[config.mk]
export PLATFORM = sky130hd
export DESIGN_NAME = line_raster_generator_top
export DESIGN_NICKNAME = d
export VERILOG_FILES = /design/src/hdl/lrg_pkg.sv /design/src/hdl/lrg_tracer.sv /design/src/hdl/line_raster_generator_top.sv
export SDC_FILE = /design/constraint.sdc
export NUM_CORES = 1
export LEC_CHECK = 0
export ABC_AREA = 1
export BUFFER_PORTS_ARGS = -buffer_cell sky130_fd_sc_hd__buf_2
export CAP_MARGIN = 0
export CORE_ASPECT_RATIO = 1.75
export CORE_MARGIN = 2
export CORE_UTILIZATION = 35
export DETAILED_ROUTE_END_ITERATION = 8
export PLACE_DENSITY = 0.53
export SYNTH_ARGS = -nofsm -noshare
export SYNTH_HDL_FRONTEND = slang
export SYNTH_HIERARCHICAL = 1
export SYNTH_SLANG_ARGS = --single-unit
[constraint.sdc]
create_clock -name clk -period 9.7 [get_ports clk]
set_input_delay 1.455 -clock clk [delete_from_list [all_inputs] [get_ports clk]]
set_output_delay 1.455 -clock clk [all_outputs]
set_load 0.005 [all_outputs]
[src/hdl/lrg_pkg.sv]
// Shared types and constants for the line raster generator.
// Holds the request and pixel structs, the register map and the opcodes.
// No dependencies.
package lrg_pkg;

  localparam int PIX_W          = 11;
  localparam int COLOR_W        = 24;
  localparam int ADDR_W         = 32;
  localparam int WIDTH_W        = 12;
  localparam int CFG_DATA_W     = 32;
  localparam int CFG_IDX_W      = 1;
  localparam int COORD_BITS_DEF = 11;

  localparam logic [CFG_IDX_W-1:0] CFG_FRAME_WIDTH = 1'd0;
  localparam logic [CFG_IDX_W-1:0] CFG_FRAME_BASE  = 1'd1;

  localparam logic [WIDTH_W-1:0] FRAME_WIDTH_RST = 12'd240;
  localparam logic [ADDR_W-1:0]  FRAME_BASE_RST  = 32'd0;

  localparam logic OP_LOAD = 1'b0;
  localparam logic OP_STEP = 1'b1;

  typedef struct packed {
    logic               opcode;
    logic [PIX_W-1:0]   start_x;
    logic [PIX_W-1:0]   start_y;
    logic [PIX_W-1:0]   end_x_in;
    logic [PIX_W-1:0]   end_y_in;
    logic [COLOR_W-1:0] pixel_color;
  } lrg_in_t;

  typedef struct packed {
    logic [PIX_W-1:0]   pixel_x;
    logic [PIX_W-1:0]   pixel_y;
    logic [COLOR_W-1:0] out_color;
    logic [ADDR_W-1:0]  byte_address;
    logic               last_pixel;
  } lrg_out_t;

endpackage

[src/hdl/lrg_tracer.sv]
// Bresenham line state: endpoint setup on load and one pixel advance per step.
// Presents the current pixel combinationally from its state registers.
// Depends on lrg_pkg.
module lrg_tracer
  import lrg_pkg::*;
#(
  parameter int COORD_BITS = COORD_BITS_DEF
) (
  input  logic                  clk,
  input  logic                  rst_n,
  input  logic                  load_en,
  input  logic                  step_en,
  input  lrg_in_t               req,
  output logic                  active,
  output logic [COORD_BITS-1:0] px,
  output logic [COORD_BITS-1:0] py,
  output logic                  last,
  output logic [COLOR_W-1:0]    color
);

  localparam int ERR_W = COORD_BITS + 2;

  logic [COORD_BITS-1:0]   cur_major_r, cur_major_nxt;
  logic [COORD_BITS-1:0]   end_major_r, end_major_nxt;
  logic [COORD_BITS-1:0]   cur_minor_r, cur_minor_nxt;
  logic signed [ERR_W-1:0] error_term_r, error_term_nxt;
  logic [COORD_BITS-1:0]   delta_major_r, delta_major_nxt;
  logic [COORD_BITS-1:0]   delta_minor_r, delta_minor_nxt;
  logic                    minor_dec_r, minor_dec_nxt;
  logic                    steep_r, steep_nxt;
  logic                    active_r, active_nxt;
  logic [COLOR_W-1:0]      color_r, color_nxt;

  logic [COORD_BITS-1:0]   ax, ay, bx, by;
  logic [COORD_BITS-1:0]   dx_abs, dy_abs;
  logic                    steep;
  logic [COORD_BITS-1:0]   maj_a, min_a, maj_b, min_b;
  logic                    swap;
  logic [COORD_BITS-1:0]   maj_s, min_s, maj_e, min_e;
  logic signed [ERR_W-1:0] err_sub;

  // Load setup: order endpoints so the major coordinate rises
  always_comb begin
    ax     = COORD_BITS'(req.start_x);
    ay     = COORD_BITS'(req.start_y);
    bx     = COORD_BITS'(req.end_x_in);
    by     = COORD_BITS'(req.end_y_in);
    dx_abs = (ax > bx) ? (ax - bx) : (bx - ax);
    dy_abs = (ay > by) ? (ay - by) : (by - ay);
    steep  = dy_abs > dx_abs;
    maj_a  = steep ? ay : ax;
    min_a  = steep ? ax : ay;
    maj_b  = steep ? by : bx;
    min_b  = steep ? bx : by;
    swap   = maj_a > maj_b;
    maj_s  = swap ? maj_b : maj_a;
    min_s  = swap ? min_b : min_a;
    maj_e  = swap ? maj_a : maj_b;
    min_e  = swap ? min_a : min_b;
  end

  assign err_sub = error_term_r - $signed({2'b00, delta_minor_r});

  always_comb begin
    cur_major_nxt   = cur_major_r;
    end_major_nxt   = end_major_r;
    cur_minor_nxt   = cur_minor_r;
    error_term_nxt  = error_term_r;
    delta_major_nxt = delta_major_r;
    delta_minor_nxt = delta_minor_r;
    minor_dec_nxt   = minor_dec_r;
    steep_nxt       = steep_r;
    active_nxt      = active_r;
    color_nxt       = color_r;
    if (load_en) begin
      steep_nxt       = steep;
      cur_major_nxt   = maj_s;
      end_major_nxt   = maj_e;
      cur_minor_nxt   = min_s;
      delta_major_nxt = maj_e - maj_s;
      delta_minor_nxt = (min_s > min_e) ? (min_s - min_e) : (min_e - min_s);
      error_term_nxt  = $signed(ERR_W'((maj_e - maj_s) >> 1));
      minor_dec_nxt   = !(min_s < min_e);
      color_nxt       = req.pixel_color;
      active_nxt      = 1'b1;
    end else if (step_en) begin
      error_term_nxt = err_sub;
      if (err_sub[ERR_W-1]) begin
        cur_minor_nxt  = minor_dec_r ? (cur_minor_r - 1'b1) : (cur_minor_r + 1'b1);
        error_term_nxt = err_sub + $signed({2'b00, delta_major_r});
      end
      if (last) begin
        active_nxt = 1'b0;
      end else begin
        cur_major_nxt = cur_major_r + 1'b1;
      end
    end
  end

  always_ff @(posedge clk) begin
    if (!rst_n) begin
      cur_major_r   <= '0;
      end_major_r   <= '0;
      cur_minor_r   <= '0;
      error_term_r  <= '0;
      delta_major_r <= '0;
      delta_minor_r <= '0;
      minor_dec_r   <= 1'b0;
      steep_r       <= 1'b0;
      active_r      <= 1'b0;
      color_r       <= '0;
    end else begin
      cur_major_r   <= cur_major_nxt;
      end_major_r   <= end_major_nxt;
      cur_minor_r   <= cur_minor_nxt;
      error_term_r  <= error_term_nxt;
      delta_major_r <= delta_major_nxt;
      delta_minor_r <= delta_minor_nxt;
      minor_dec_r   <= minor_dec_nxt;
      steep_r       <= steep_nxt;
      active_r      <= active_nxt;
      color_r       <= color_nxt;
    end
  end

  assign active = active_r;
  assign px     = steep_r ? cur_minor_r : cur_major_r;
  assign py     = steep_r ? cur_major_r : cur_minor_r;
  assign last   = cur_major_r == end_major_r;
  assign color  = color_r;

endmodule

[src/hdl/line_raster_generator_top.sv]
// Line raster generator: Bresenham line stepping with frame buffer addressing.
// Top level: handshakes, configuration registers and the two-stage address pipe.
// Depends on lrg_pkg and lrg_tracer.

// A load request sets up a line and gives no pixel; each step request on an
// active line gives one pixel, the last one flagged, after which the line goes
// idle. One request is taken per clock while in_stall is low, loads and steps
// alike. A taken step request's pixel passes two registered stages: the first
// forms y * frame_width in one multiplier, the second adds x, scales by three
// and adds frame_base. Up to two pixels are held in flight while out_stall is
// high; in_stall rises only when both stages are full and the output is
// stalled. A step request with no active line is taken and dropped.
module line_raster_generator_top
  import lrg_pkg::*;
#(
  parameter int COORD_BITS = COORD_BITS_DEF
) (
  input  logic                  clk,
  input  logic                  rst_n,
  input  logic                  in_valid,
  output logic                  in_stall,
  input  lrg_in_t               in_req,
  output logic                  out_valid,
  input  logic                  out_stall,
  output lrg_out_t              out_rsp,
  input  logic                  cfg_wr_en,
  input  logic [CFG_IDX_W-1:0]  cfg_index,
  input  logic [CFG_DATA_W-1:0] cfg_wdata
);

  localparam int PROD_W = COORD_BITS + WIDTH_W;

  logic [WIDTH_W-1:0] frame_width_r;
  logic [ADDR_W-1:0]  frame_base_r;

  logic                  in_accept, load_en, step_en, active, last;
  logic [COORD_BITS-1:0] px, py;
  logic [COLOR_W-1:0]    color;
  logic                  adv2, adv1;

  logic                  s1_valid_r, s1_valid_nxt;
  logic [COORD_BITS-1:0] s1_x_r, s1_y_r;
  logic [COLOR_W-1:0]    s1_color_r;
  logic                  s1_last_r;
  logic [PROD_W-1:0]     s1_prod_r;
  logic                  out_valid_r, out_valid_nxt;
  lrg_out_t              out_rsp_r;
  logic [ADDR_W-1:0]     pix_index;

  always_ff @(posedge clk) begin
    if (!rst_n) begin
      frame_width_r <= FRAME_WIDTH_RST;
      frame_base_r  <= FRAME_BASE_RST;
    end else if (cfg_wr_en) begin
      unique case (cfg_index)
        CFG_FRAME_WIDTH: frame_width_r <= cfg_wdata[WIDTH_W-1:0];
        CFG_FRAME_BASE:  frame_base_r  <= cfg_wdata[ADDR_W-1:0];
        default: ;
      endcase
    end
  end

  // Output stage frees when empty or taken; stage one follows it
  assign adv2      = !out_valid_r || !out_stall;
  assign adv1      = !s1_valid_r || adv2;
  assign in_stall  = !adv1;
  assign in_accept = in_valid && adv1;
  assign load_en   = in_accept && (in_req.opcode == OP_LOAD);
  assign step_en   = in_accept && (in_req.opcode == OP_STEP) && active;

  lrg_tracer #(
    .COORD_BITS(COORD_BITS)
  ) u_tracer (
    .clk     (clk),
    .rst_n   (rst_n),
    .load_en (load_en),
    .step_en (step_en),
    .req     (in_req),
    .active  (active),
    .px      (px),
    .py      (py),
    .last    (last),
    .color   (color)
  );

  always_comb begin
    s1_valid_nxt = s1_valid_r;
    if (adv1) begin
      s1_valid_nxt = step_en;
    end
    out_valid_nxt = out_valid_r;
    if (adv2) begin
      out_valid_nxt = s1_valid_r;
    end
  end

  always_ff @(posedge clk) begin
    if (!rst_n) begin
      s1_valid_r  <= 1'b0;
      out_valid_r <= 1'b0;
    end else begin
      s1_valid_r  <= s1_valid_nxt;
      out_valid_r <= out_valid_nxt;
    end
  end

  // Stage one: row offset in pixels
  always_ff @(posedge clk) begin
    if (step_en) begin
      s1_x_r     <= px;
      s1_y_r     <= py;
      s1_color_r <= color;
      s1_last_r  <= last;
      s1_prod_r  <= PROD_W'(py) * PROD_W'(frame_width_r);
    end
  end

  assign pix_index = ADDR_W'(s1_prod_r) + ADDR_W'(s1_x_r);

  // Stage two: three bytes per pixel, wrap at the address width
  always_ff @(posedge clk) begin
    if (adv2 && s1_valid_r) begin
      out_rsp_r.pixel_x      <= PIX_W'(s1_x_r);
      out_rsp_r.pixel_y      <= PIX_W'(s1_y_r);
      out_rsp_r.out_color    <= s1_color_r;
      out_rsp_r.byte_address <= frame_base_r + (pix_index << 1) + pix_index;
      out_rsp_r.last_pixel   <= s1_last_r;
    end
  end

  assign out_valid = out_valid_r;
  assign out_rsp   = out_rsp_r;

endmodule

# [Yosys cells after proc, flatten, opt, wreduce, memory -nomap -nowiden]
# Cells that the tools add are included.
[word_totals] latchBits=0 reg_bits=290 in_bits=107 n_memories=0 elab_cells=100 output_inout_bits=81 ram_bits=0 romBits=0
[op_classes] mul=1 order_cmp=6 n_eq_ne=2 n_addsub=16 bitwise_logic=3 shift=0 n_div=0 muxes=26 n_reduce_logical=21
[op_table] cell="$mux 11" count=20
[op_table] cell="$sub 11x11->11" count=7
[op_table] cell="$gt 11x11->1" count=5
[op_table] cell="$add 32x24->32" count=1
[op_table] cell="$add 32x25->32" count=1
[op_table] cell="$add 23x11->24" count=1
[op_table] cell="$mux 12" count=2
[op_table] cell="$mul 11x12->23" count=1
[op_table] cell="$add 11x1->11 const B" count=2
[op_table] cell="$add 13x12->13" count=1
[op_table] cell="$mux 13" count=1
[op_table] cell="$sub 13x12->13" count=1
[op_table] cell="$sub 11x11->12" count=1
[op_table] cell="$eq 11x11->1" count=1
[op_table] cell="$lt 11x11->1" count=1
[op_table] cell="$sub 11x1->11 const B" count=1
[op_table] cell="$reduce_and 2->1" count=5
[op_table] cell="$reduce_bool 2->1" count=3
[op_table] cell="$logic_and 1x1->1" count=5
[op_table] cell="$logic_not 1->1" count=5
[op_table] cell="$mux 1" count=3
[op_table] cell="$not 1->1" count=3
[op_table] cell="$logic_or 1x1->1" count=2
[op_table] cell="$ne 2x2->1 const B" count=1
[op_table] cell="$reduce_or 2->1" count=1

# [Logic depth before layout (Yosys ltp)]
# Gate-level depths: netlist of run 1.
[logic_depth] word_depth=8 mapped_depth=61 mapped_depth_nobuf=56

# [Cells and area by module]
# The synthesis of run 1 kept the hierarchy.
[by_module_without_submodules] mod="line_raster_generator_top" instances=1 area_per_inst_um2=14570.2 seq_area_each_um2=5395.2 cells_per_inst=1725
[by_module_without_submodules] mod="lrg_tracer" instances=1 area_per_inst_um2=9927.0 seq_area_each_um2=1901.8 cells_per_inst=1556

# [Worst setup path after synthesis of run 1]
# Ideal clock, no wire load.
[synth_path] path_kind="input port to flip-flop" start="input in_req[37] (netlist name)" end="register u_tracer.delta_minor_r[9]" slack_ns=0.734 setup_time_ns=0.115 arrival_time_ns=8.850 n_path_buf=7 required_time_ns=9.585 cell_stages=53 cell_sequence="inv_1 ha_1 a21oi_1 o21ai_0 a21oi_1 o21ai_0 a21oi_1 nor2_1 o21ai_1 clkbuf_1 o21ai_0 xor2_1 ha_1 nand2_1 inv_2 nand2_1 inv_1 nand2_1 [... 17 more ...] ha_1 nand2_1 or2_2 nand2_1 a21oi_1 o21ai_0 a21oi_1 o21bai_1 nand2_1 buf_2 nand2_1 nor2_1 nor2_1 nor3_1 a211oi_1 xnor2_1 o21ai_0 inv_1"
[synth_between] elab_chain_len=8 word_cells_on_any_way=16 classes_between="add/sub: 4; order compare: 4; mux: 8"
[synth_lines] element="from (decl)" line="line_raster_generator_top.sv:22" text="input lrg_in_t in_req,"
[synth_lines] element="$sub 11x11->11 / $gt 11x11->1 (equally long branches)" line="lrg_tracer.sv:48" text="dx_abs = (ax > bx) ? (ax - bx) : (bx - ax);"
[synth_lines] element="$mux 11" line="lrg_tracer.sv:48"
[synth_lines] element="$gt 11x11->1" line="lrg_tracer.sv:50" text="steep = dy_abs > dx_abs;"
[synth_lines] element="$mux 11, on equally long branches" line="lrg_tracer.sv:51, lrg_tracer.sv:53"
[synth_lines] element="$gt 11x11->1" line="lrg_tracer.sv:55" text="swap = maj_a > maj_b;"
[synth_lines] element="$mux 11, on equally long branches" line="lrg_tracer.sv:59, lrg_tracer.sv:57"
[synth_lines] element="$sub 11x11->11 / $gt 11x11->1 (equally long branches)" line="lrg_tracer.sv:81" text="delta_minor_nxt = (min_s > min_e) ? (min_s - min_e) : (min_e - min_s);"
[synth_lines] element="$mux 11 *" line="lrg_tracer.sv:81"
[synth_lines] element="to (signal assigned)" line="lrg_tracer.sv:118" text="delta_minor_r <= delta_minor_nxt;"
[synth_lines] element="to (decl)" line="lrg_tracer.sv:28" text="logic [COORD_BITS-1:0] delta_minor_r, delta_minor_nxt;"
# Every way passes the cells marked *; elsewhere a longest branch is shown, timed or not.
# A chain may end at the register's enable or synchronous reset.

# [Worst setup path in the final report of run 1]
[layout_path] start="input in_req[25] (netlist name)" end="register u_tracer.delta_minor_r[6]"
[layout_between] elab_chain_len=8 word_cells_on_any_way=16 classes_between="add/sub: 4; order compare: 4; mux: 8"
[layout_lines] element="$sub 11x11->11 / $gt 11x11->1 (equally long branches)" line="lrg_tracer.sv:49" text="dy_abs = (ay > by) ? (ay - by) : (by - ay);"
[layout_lines] element="$mux 11" line="lrg_tracer.sv:49"
[layout_lines] element="$gt 11x11->1" line="lrg_tracer.sv:50"
[layout_lines] element="$mux 11, on equally long branches" line="lrg_tracer.sv:51, lrg_tracer.sv:53"
[layout_lines] element="$gt 11x11->1" line="lrg_tracer.sv:55"
[layout_lines] element="$mux 11, on equally long branches" line="lrg_tracer.sv:59, lrg_tracer.sv:57"
[layout_lines] element="$sub 11x11->11 / $gt 11x11->1 (equally long branches)" line="lrg_tracer.sv:81"
[layout_lines] element="$mux 11 *" line="lrg_tracer.sv:81"
# Marks and branches as above.

==> results.sh, run 1 <==
export IMPL_pwr_density_cell_mw_per_mm2=333
export IMPL_slew_headroom_pct=25.1
export IMPL_crit_path_frequent_cell="nand2_1"
export IMPL_syn_to_final_growth_pct=13.0
export IMPL_met3WireLength_mm=2.47
export IMPL_period_minus_slack_ps=8710
export IMPL_fin_worst_skew_ps=20.6
export IMPL_cpPeakStageDelay_ps=390
export IMPL_cp_arrival_ps=9270
export IMPL_ys_flop_type="edfxtp_1"
export IMPL_syn_inst=3281
export IMPL_endpoint_kind="flip-flop"
export IMPL_syn_nets=3727
export IMPL_clockBufferDepth=3
export IMPL_cp_top_family="compound AO/OA/AOI/OAI gates"
export IMPL_finalSetupViolCount=0
export IMPL_wl_met2_mm=45.1
export IMPL_cp_num_buf_inv=9
export IMPL_worstReg2RegStart="u_tracer/steep_r$_SDFFE_PN0P_"
export IMPL_reg2regPathDepth=21
export IMPL_maxSlewViolCount=0
export IMPL_min_to="out_rsp[53]$_DFFE_PP_"
export IMPL_dr_pass1_iters=7
export IMPL_yosys_area_top_type="edfxtp_1"
export IMPL_synth_top_area_share_pct=18.3
export IMPL_dpl_cell_count=4352
export IMPL_routed_wl_mm=79.8
export IMPL_hpwl_mm=65.8
export IMPL_slowest_stage="ha_1"
export IMPL_ir_drop_v=0.000201
export IMPL_hold_violations=0
export IMPL_status="completed"
export IMPL_synth_async_reset_ratio_pct=0
export IMPL_cts_setup_buffers=0
export IMPL_fmax_mhz=115
export IMPL_cts_reportedPaths_clkPinSlew_ps=60
export IMPL_cp_max_fo=48
export IMPL_dieArea_mm2=0.0722
export IMPL_grt_max_degree=75
export IMPL_cp_required_ps=10260
export IMPL_htree_levels=1
export IMPL_die_h_um=354
export IMPL_start_util_pct=35.2
export IMPL_period_share_pct=89.8
export IMPL_cts_made_buffers=30
export IMPL_maxCapViolCount=0
export IMPL_wl_met1_mm=26.2
export IMPL_synth_avg_cell_area_um2=7.47
export IMPL_die_w_um=204
export IMPL_tritoncts="done"
export IMPL_wire_per_inst_um=18.1
export IMPL_synth_ff_latch_count=290
export IMPL_io_buffers=187
export IMPL_yosysSeqAreaShare_pct=29.8
export IMPL_p_leak_nw=14.4
export IMPL_top_layer="met4"
export IMPL_grt_usage_pct=22.3
export IMPL_synth_edf_count=149
export IMPL_rsz0062_at_grt="false"
export IMPL_timing_rr_end="s1_prod_r[21]$_DFFE_PP_"
export IMPL_synthTopCellsByArea="edfxtp_1 18%, nand2_1 13%, dfxtp_1 12%"
export IMPL_fill_cells=7480
export IMPL_worstHoldPathType="reg -> reg"
export IMPL_whs_path_depth=0
export IMPL_grt_overflow=0
export IMPL_instances_no_fill=4410
export IMPL_grt_first_pass_wirelength_mm=124
export IMPL_antenna_found_initial=1
export IMPL_gp_congestion=0.913
export IMPL_clock_sinks=290
export IMPL_hp_start="s1_color_r[20]$_DFFE_PP_"
export IMPL_ys_warnings_count=6
export IMPL_core_mm2=0.0695
export IMPL_synth_area_mm2=0.0245
export IMPL_synthTopCellsByCount="862 x nand2_1, 614 x inv_1, 253 x o21ai_0"
export IMPL_final_net_count=3920
export IMPL_drc_errors=0
export IMPL_drt_iter0_markers=899
export IMPL_tightest_slew_ps=1120
export IMPL_r2r_setup_slack_ps=3730
export IMPL_clock_latency_ps=620
export IMPL_setup_tns_final_ps=0
export IMPL_layout_drive_gt1_share_pct=11.2
export IMPL_ys_types=59
export IMPL_route_vias_total=21690
export IMPL_path_class="in -> reg"
export IMPL_yosys_cell_count_top_type="nand2_1"
export IMPL_grt_pass1_vias=22639
export IMPL_cts_root_buf="clkbuf_16"
export IMPL_worstSetupStartpointType="input port"
export IMPL_ioPinCount=188
export IMPL_antenna_left=0
export IMPL_std_cell_rows=128
export IMPL_vias_per_cell=4.92
-- where the power goes --
part / leakage, nW / switching (mW) / internal [mW]
sequential: 2.55 / 0.112 / 1.49
clock: 0.471 / 0.535 / 0.616
combinational: 11.3 / 4.19 / 2.29
-- worst max-delay path by stage --
| stage | cells after the start | slack (ps) | endpoint | start |
|---|---|---|---|---|
| 6_report | 53 | 990 | u_tracer/delta_minor_r[6]$_SDFFE_PN0P_ | in_req[25] |
| 3_3_place_gp | 49 | 410 | u_tracer/delta_minor_r[9]$_SDFFE_PN0P_ | in_req[25] |
| 2_1_floorplan | 53 | 730 | u_tracer/delta_minor_r[9]$_SDFFE_PN0P_ | in_req[37] |
| 4_1_cts | 52 | 870 | u_tracer/delta_minor_r[6]$_SDFFE_PN0P_ | in_req[25] |
| 3_5_place_dp | 53 | 240 | u_tracer/delta_minor_r[6]$_SDFFE_PN0P_ | in_req[25] |
| 5_1_grt | 56 | 50 | u_tracer/delta_minor_r[6]$_SDFFE_PN0P_ | in_req[25] |
-- registers in the layout, indices dropped and copies added, names as in the netlist, 11 cells and up --
register                flops
out_rsp                    79
u_tracer/cur_minor_r       11
u_tracer/delta_major_r     11
s1_prod_r                  23
s1_x_r                     11
s1_color_r                 24
frame_width_r              12
u_tracer/error_term_r      13
frame_base_r               32
s1_y_r                     11
u_tracer/cur_major_r       11
u_tracer/end_major_r       11
u_tracer/delta_minor_r     11
u_tracer/color             24
-- metrics by stage --
step	util (%)	power, mW	area (um2)	setup WS (ps)	hold slack (ps)
final	39.8	9.23	27700	987	417
after floorplan	-	5.92	24500	734	400
after global placement	38.5	8.08	26700	413	401
after detailed placement	38.5	8.10	26700	244	405
after CTS	39.8	9.29	27700	867	419
after global routing	39.8	10.1	27700	53.7	424
-- worst register-to-register path: stages, from the launching register on --
cell and delay [ps]:
dfxtp_1 310, buf_4 260, inv_1 280, o21ai_1 310, buf_4 270, nand2_1 90
inv_1 90, fa_1 440, fa_1 570, fa_1 540, fa_1 550, inv_1 60
fa_1 540, inv_1 40, ha_1 410, nand2_1 220, nor2_1 180, nand3_1 100
nand3_1 220, nand2_1 120, nand3_1 80, nand2_1 70
-- cell usage in the layout, fill, tap and decap left out, types with 7 or more instances in the layout --
cell and instances:
nand2_1 862, inv_1 613, o21ai_0 248, ha_1 216
buf_2 186, a21oi_1 177, nor2_1 163, nand3_1 149
edfxtp_1 149, dfxtp_1 141, fa_1 123, xor2_1 75
buf_4 67, clkbuf_16 31, nand2_2 26, xnor2_1 24
o21ai_1 21, nor3_1 19, o211ai_1 17, nand4_1 14
a31oi_1 13, o21bai_1 13, nand3_2 12, or2_2 9
nand3b_1 8, inv_2 8, clkbuf_1 7
-- what timing repair did --
| action | 4_1_cts | 5_1_grt |
|---|---|---|
| hold buffers | 0 | 0 |
| endpoints found under the setup margin | 0 | 5 |
| gates resized for setup | 0 | 6 |
-- cell type report --
class                      instances  area (um2)  area share, %
timing repair buffer             254        1450           5.25
clock buffer                      42         848           3.06
clock inverter                    14         100          0.361
multi-input combinational       2275       14500           52.4
inverter                         623        2340           8.45
antenna                            2        5.00         0.0181
tap                              910        1140           4.11
sequential                       290        7300           26.4
-- per-layer routing --
layer / track usage (%) / vias up
li1: - / 10802
met3: 1.70 / 224
met2: 45.7 / 523
met5: 0 / -
met4: 15.2 / 0
met1: 20.2 / 10141
-- logic make-up (layout without fill, tap and decap cells) --
family,Yosys count,in the layout,share of synthesized area [%]
XOR/XNOR,99,99,3.54
other,0,2,0
AND/OR/NAND/NOR,1292,1292,22.2
adder cells (fa/ha/maj),339,339,21.1
AO/OA/AOI/OAI,539,539,12.0
buffers and inverters,716,933,11.2
flip-flops,290,290,29.8
multiplexers,6,6,0.245
Power figures use the tool's default switching activity.
==> run 2, diff against run 1 <==
==> constraint.sdc (replaced) <==
create_clock -name clk -period 9.7 [get_ports clk]
set_input_delay 0.485 -clock clk [delete_from_list [all_inputs] [get_ports clk]]
set_output_delay 0.485 -clock clk [all_outputs]
set_load 0.005 [all_outputs]
==> run 2 against run 1 <==
Against the previous run:
- sequential power hardly changed
- global-route usage is 0.36 points higher
- worst hold slack worse by 320 ps
- sequential share of layout area is 0.13 points lower
- clock skew is 2.5 ps higher
- clock power is 11% higher
- sequential cell count stayed put
- via count is 0.13% lower
- non-clock buffer count is 3 higher
- combinational power is 4.6% higher
- wire length is 2.3% higher
- clock-buffer cell count is 3 lower
- largest cell class unchanged
==> results.sh, run 2 (synthesis results as in run 1) <==
export IMPL_status="completed"
export IMPL_pwr_density_cell_mw_per_mm2=347
export IMPL_clock_sinks=290
export IMPL_final_net_count=3924
export IMPL_fin_worst_skew_ps=23.2
export IMPL_post_route_util_pct=40.0
export IMPL_worstHoldPathType="in -> reg"
export IMPL_grt_first_pass_wirelength_mm=125
export IMPL_tightest_slew_ps=805
export IMPL_cts_made_buffers=31
export IMPL_grt_pass1_vias=22699
export IMPL_maxSlewViolCount=0
export IMPL_worstSetupStartpointType="input port"
export IMPL_cp_arrival_ps=9020
export IMPL_antenna_left=0
export IMPL_endpoint_kind="flip-flop"
export IMPL_die_h_um=354
export IMPL_grt_overflow=0
export IMPL_die_w_um=204
export IMPL_clockBufferDepth=3
export IMPL_syn_to_final_growth_pct=13.6
export IMPL_ir_drop_v=0.000212
export IMPL_antenna_found_initial=1
export IMPL_instances_no_fill=4415
export IMPL_slowest_stage="o21ai_0"
export IMPL_core_mm2=0.0695
export IMPL_fmax_mhz=117
export IMPL_cp_required_ps=10200
export IMPL_ioPinCount=188
export IMPL_vias_per_cell=4.91
export IMPL_cts_root_buf="clkbuf_16"
export IMPL_period_share_pct=87.9
export IMPL_tritoncts="done"
export IMPL_gp_congestion=0.957
export IMPL_hpwl_mm=67.3
export IMPL_largest_register_ffs=79
export IMPL_grt_max_degree=60
export IMPL_dieArea_mm2=0.0722
export IMPL_cp_num_buf_inv=11
export IMPL_cp_max_fo=56
export IMPL_period_minus_slack_ps=8520
export IMPL_crit_path_frequent_cell="nand2_1"
export IMPL_htree_levels=1
export IMPL_maxCapViolCount=0
export IMPL_start_util_pct=35.2
export IMPL_io_buffers=187
export IMPL_reg2regPathDepth=21
export IMPL_routed_wl_mm=81.6
export IMPL_cpPeakStageDelay_ps=450
export IMPL_rsz0062_at_grt="false"
export IMPL_hold_buffers=0
export IMPL_route_vias_total=21662
export IMPL_holdWs_ps=96.6
export IMPL_whs_path_depth=3
export IMPL_mostFrequentLayoutCells="862 x nand2_1, 614 x inv_1, 251 x o21ai_0, 216 x ha_1, 186 x buf_2"
export IMPL_grt_usage_pct=22.7
export IMPL_std_cell_rows=128
export IMPL_slew_headroom_pct=46.3
export IMPL_setup_tns_final_ps=0
export IMPL_finalSetupViolCount=0
export IMPL_dpl_cell_count=4355
export IMPL_dr_pass1_iters=5
export IMPL_drc_errors=0
export IMPL_path_class="in -> reg"
export IMPL_cp_top_family="compound AO/OA/AOI/OAI gates"
export IMPL_p_leak_nw=14.4
export IMPL_layout_commonest_cell="nand2_1"
export IMPL_cts_setup_buffers=0
export IMPL_wire_per_inst_um=18.5
export IMPL_drt_iter0_markers=865
export IMPL_layout_drive_gt1_share_pct=11.3
export IMPL_hold_violations=0
export IMPL_clock_latency_ps=610
export IMPL_post_cts_resized=0
export IMPL_cp_depth=52
export IMPL_cts_reportedPaths_clkPinSlew_ps=70
## run 2: cell types whose count changed in the layout (fill, tap and decap cells not counted), sizes merged
cell      change
bufinv        +4
buf           +3
inv           -2
clkinvlp      -1
clkinv        +4
clkbuf        -3
## run 2: through the flow
stage / cell area (um2) / worst slack, ps / power, mW
finish: 27800 / 1180 / 9.66
global route: 27800 / 28.3 / 10.5
CTS: 27800 / 1240 / 9.68
detailed placement: 26700 / 626 / 8.37
global placement: 26700 / 789 / 8.37
floorplan: 24500 / 1700 / 5.92
## run 2: where the power goes
group / switching, mW / total [mW] / leakage (nW) / internal [mW]
Combinational: 4.38 / 6.78 / 11.3 / 2.40
Sequential: 0.110 / 1.59 / 2.55 / 1.49
Clock: 0.546 / 1.28 / 0.531 / 0.731
## run 2: per-layer routing
metal	global-route usage (%)	share of wire (%)	up-vias	routed length [um]
met2	47.3	57	492	46500
li1	-	-	10822	-
met5	0	0	-	0
met1	20.4	33	10135	27100
met4	14.4	7.2	0	5850
met3	1.53	2.7	213	2220
## run 2: final timing paths
path / startpoint / endpoint / slack [ps]
setup / recovery: in_req[26] / u_tracer/delta_minor_r[9]$_SDFFE_PN0P_ / 1180
hold / removal: in_req[19] / u_tracer/color[19]$_SDFFE_PN0P_ / 100
setup reg to reg: u_tracer/steep_r$_SDFFE_PN0P_ / s1_prod_r[21]$_DFFE_PP_ / 3630
hold reg to reg: s1_color_r[5]$_DFFE_PP_ / out_rsp[38]$_DFFE_PP_ / 410
## run 2: worst min-delay path, stage by stage
cell	delay (ps)
buf_2	80
nand3_1	60
nand2_1	60
## run 2: final cells by class
| cell class | instances | area [um2] |
|---|---|---|
| antenna | 2 | 5.00 |
| clock buffer | 39 | 847 |
| clock inverter | 19 | 226 |
| fill | 7466 | 41700 |
| inverter | 623 | 2340 |
| multi-input combinational | 2275 | 14500 |
| sequential | 290 | 7300 |
| tap | 910 | 1140 |
| timing repair buffer | 257 | 1480 |
==> run 3, diff against run 2 <==
Settings changed: MAX_ROUTING_LAYER set to met4.
==> run 3 against run 2 <==
Against the previous run:
- wire length decreased by 0.10%
- worst hold slack improved by 11 ps
- worst setup slack improved by 21 ps
- highest routed layer unchanged
- core utilization about the same
==> results.sh, run 3 (synthesis results as in run 1) <==
export IMPL_slowest_stage="o21ai_0"
export IMPL_mostFrequentLayoutCells="862 x nand2_1, 614 x inv_1, 251 x o21ai_0, 216 x ha_1, 186 x buf_2"
export IMPL_diodes=0
export IMPL_die_h_um=354
export IMPL_cp_required_ps=10210
export IMPL_route_vias_total=21685
export IMPL_die_w_um=204
export IMPL_post_route_util_pct=40.0
export IMPL_holdWs_ps=108
export IMPL_p_leak_nw=14.4
export IMPL_period_share_pct=87.7
export IMPL_period_minus_slack_ps=8500
export IMPL_setup_ws_ps=1200
export IMPL_wire_per_inst_um=18.5
export IMPL_stdcell_area_mm2=0.0278
export IMPL_largest_register_ffs=79
export IMPL_clock_latency_ps=600
export IMPL_ir_drop_v=0.000260
export IMPL_hpwl_mm=67.2
export IMPL_gp_congestion=0.951
export IMPL_r2r_setup_slack_ps=3510
export IMPL_maxSlewViolCount=0
export IMPL_crit_path_frequent_cell="nand2_1"
export IMPL_drc_errors=0
export IMPL_final_net_count=3929
export IMPL_cts_root_buf="clkbuf_16"
export IMPL_path_class="in -> reg"
export IMPL_worstHoldPathType="in -> reg"
export IMPL_fmax_mhz=118
export IMPL_htree_levels=1
export IMPL_drt_iter0_markers=990
export IMPL_fin_worst_skew_ps=13.8
export IMPL_maxCapViolCount=0
export IMPL_std_cell_rows=128
export IMPL_routed_wl_mm=81.5
export IMPL_pwr_density_cell_mw_per_mm2=350
export IMPL_layout_commonest_cell="nand2_1"
export IMPL_core_mm2=0.0695
export IMPL_dr_pass1_iters=5
export IMPL_grt_overflow=0
export IMPL_start_util_pct=35.2
export IMPL_grt_pass1_vias=22732
export IMPL_cts_reportedPaths_clkPinSlew_ps=70
export IMPL_place_worst_setup_slack_ps=593
export IMPL_cts_made_buffers=30
export IMPL_hold_buffers=0
export IMPL_syn_to_final_growth_pct=13.5
export IMPL_slew_headroom_pct=26.7
export IMPL_cts_setup_buffers=0
export IMPL_cp_arrival_ps=9010
export IMPL_ioPinCount=188
export IMPL_fill_cells=7473
export IMPL_grt_usage_pct=23.5
export IMPL_place_area_mm2=0.0268
export IMPL_grt_first_pass_wirelength_mm=126
export IMPL_tightest_slew_ps=1100
export IMPL_io_buffers=187
export IMPL_hold_violations=0
export IMPL_cp_max_fo=53
export IMPL_clock_sinks=290
export IMPL_finalSetupViolCount=0
export IMPL_antenna_found_initial=1
export IMPL_grt_max_degree=74
export IMPL_dieArea_mm2=0.0722
export IMPL_layout_drive_gt1_share_pct=11.4
export IMPL_endpoint_kind="flip-flop"
export IMPL_vias_per_cell=4.91
export IMPL_status="completed"
export IMPL_clockBufferDepth=3
export IMPL_rsz0062_at_grt="false"
export IMPL_worstSetupStartpointType="input port"
export IMPL_antenna_left=0
export IMPL_cpPeakStageDelay_ps=440
export IMPL_tritoncts="done"
export IMPL_post_cts_resized=0
export IMPL_setup_tns_final_ps=0
## run 3: changes by cell type in the layout (fill, tap and decap cells not counted), sizes merged, moves of 2 or more
cell,before,now
buf,257,263
bufinv,4,2
clkinvlp,0,4
inv,625,623
diode,2,0
## run 3: report_power, final
group | switching, mW | leakage [nW] | internal (mW)
logic | 4.45 | 11.4 | 2.50
registers | 0.110 | 2.55 | 1.49
clock network | 0.536 | 0.486 | 0.673
total | 5.09 | 14.4 | 4.65
## run 3: final cells by class
type                            instances  area (um2)  area share [%]
Timing Repair Buffer                  263        1520            5.47
Clock buffer                           38         843            3.03
Sequential cell                       290        7300            26.2
Multi-Input combinational cell       2275       14500            52.1
Clock inverter                         18         173           0.621
Tap cell                              910        1140            4.09
Inverter                              623        2340            8.42
## run 3: critical path: cells and delay by family
kind                       cells  cell delay, ps
and+or+nand+nor               21            2580
xor gates and xnor gates       1             160
AOI/OAI and AO/OA             19            3400
buffers and inverters         10            1020
adders and majority gates      4            1340
## run 3: path summary, 6_finish.rpt
path                            startpoint                                     end  depth (start not counted)
min reg2reg       s1_color_r[13]$_DFFE_PP_                   out_rsp[46]$_DFFE_PP_                          0
max reg2reg  u_tracer/steep_r$_SDFFE_PN0P_                 s1_prod_r[21]$_DFFE_PP_                         21
min                             in_req[10]         u_tracer/color[10]$_SDFFE_PN0P_                          3
max                             in_req[26]  u_tracer/delta_minor_r[5]$_SDFFE_PN0P_                         55
## run 3: metrics by stage
step                      total power, mW  instances
after CTS                            9.78       4417
after global placement               8.54       4361
after detailed placement             8.54       4361
after floorplan                      5.92       3281
final                                9.75       4417
after global routing                 10.6       4417
## run 3: layer usage
layer | GRT usage [%] | vias up | wire [um]
met1 | 20.8 | 10142 | 26800
met3 | 1.52 | 227 | 2400
met4 | 14.3 | 0 | 5900
met2 | 47.1 | 495 | 46400
li1 | - | 10821 | -
met5 | - | - | 0
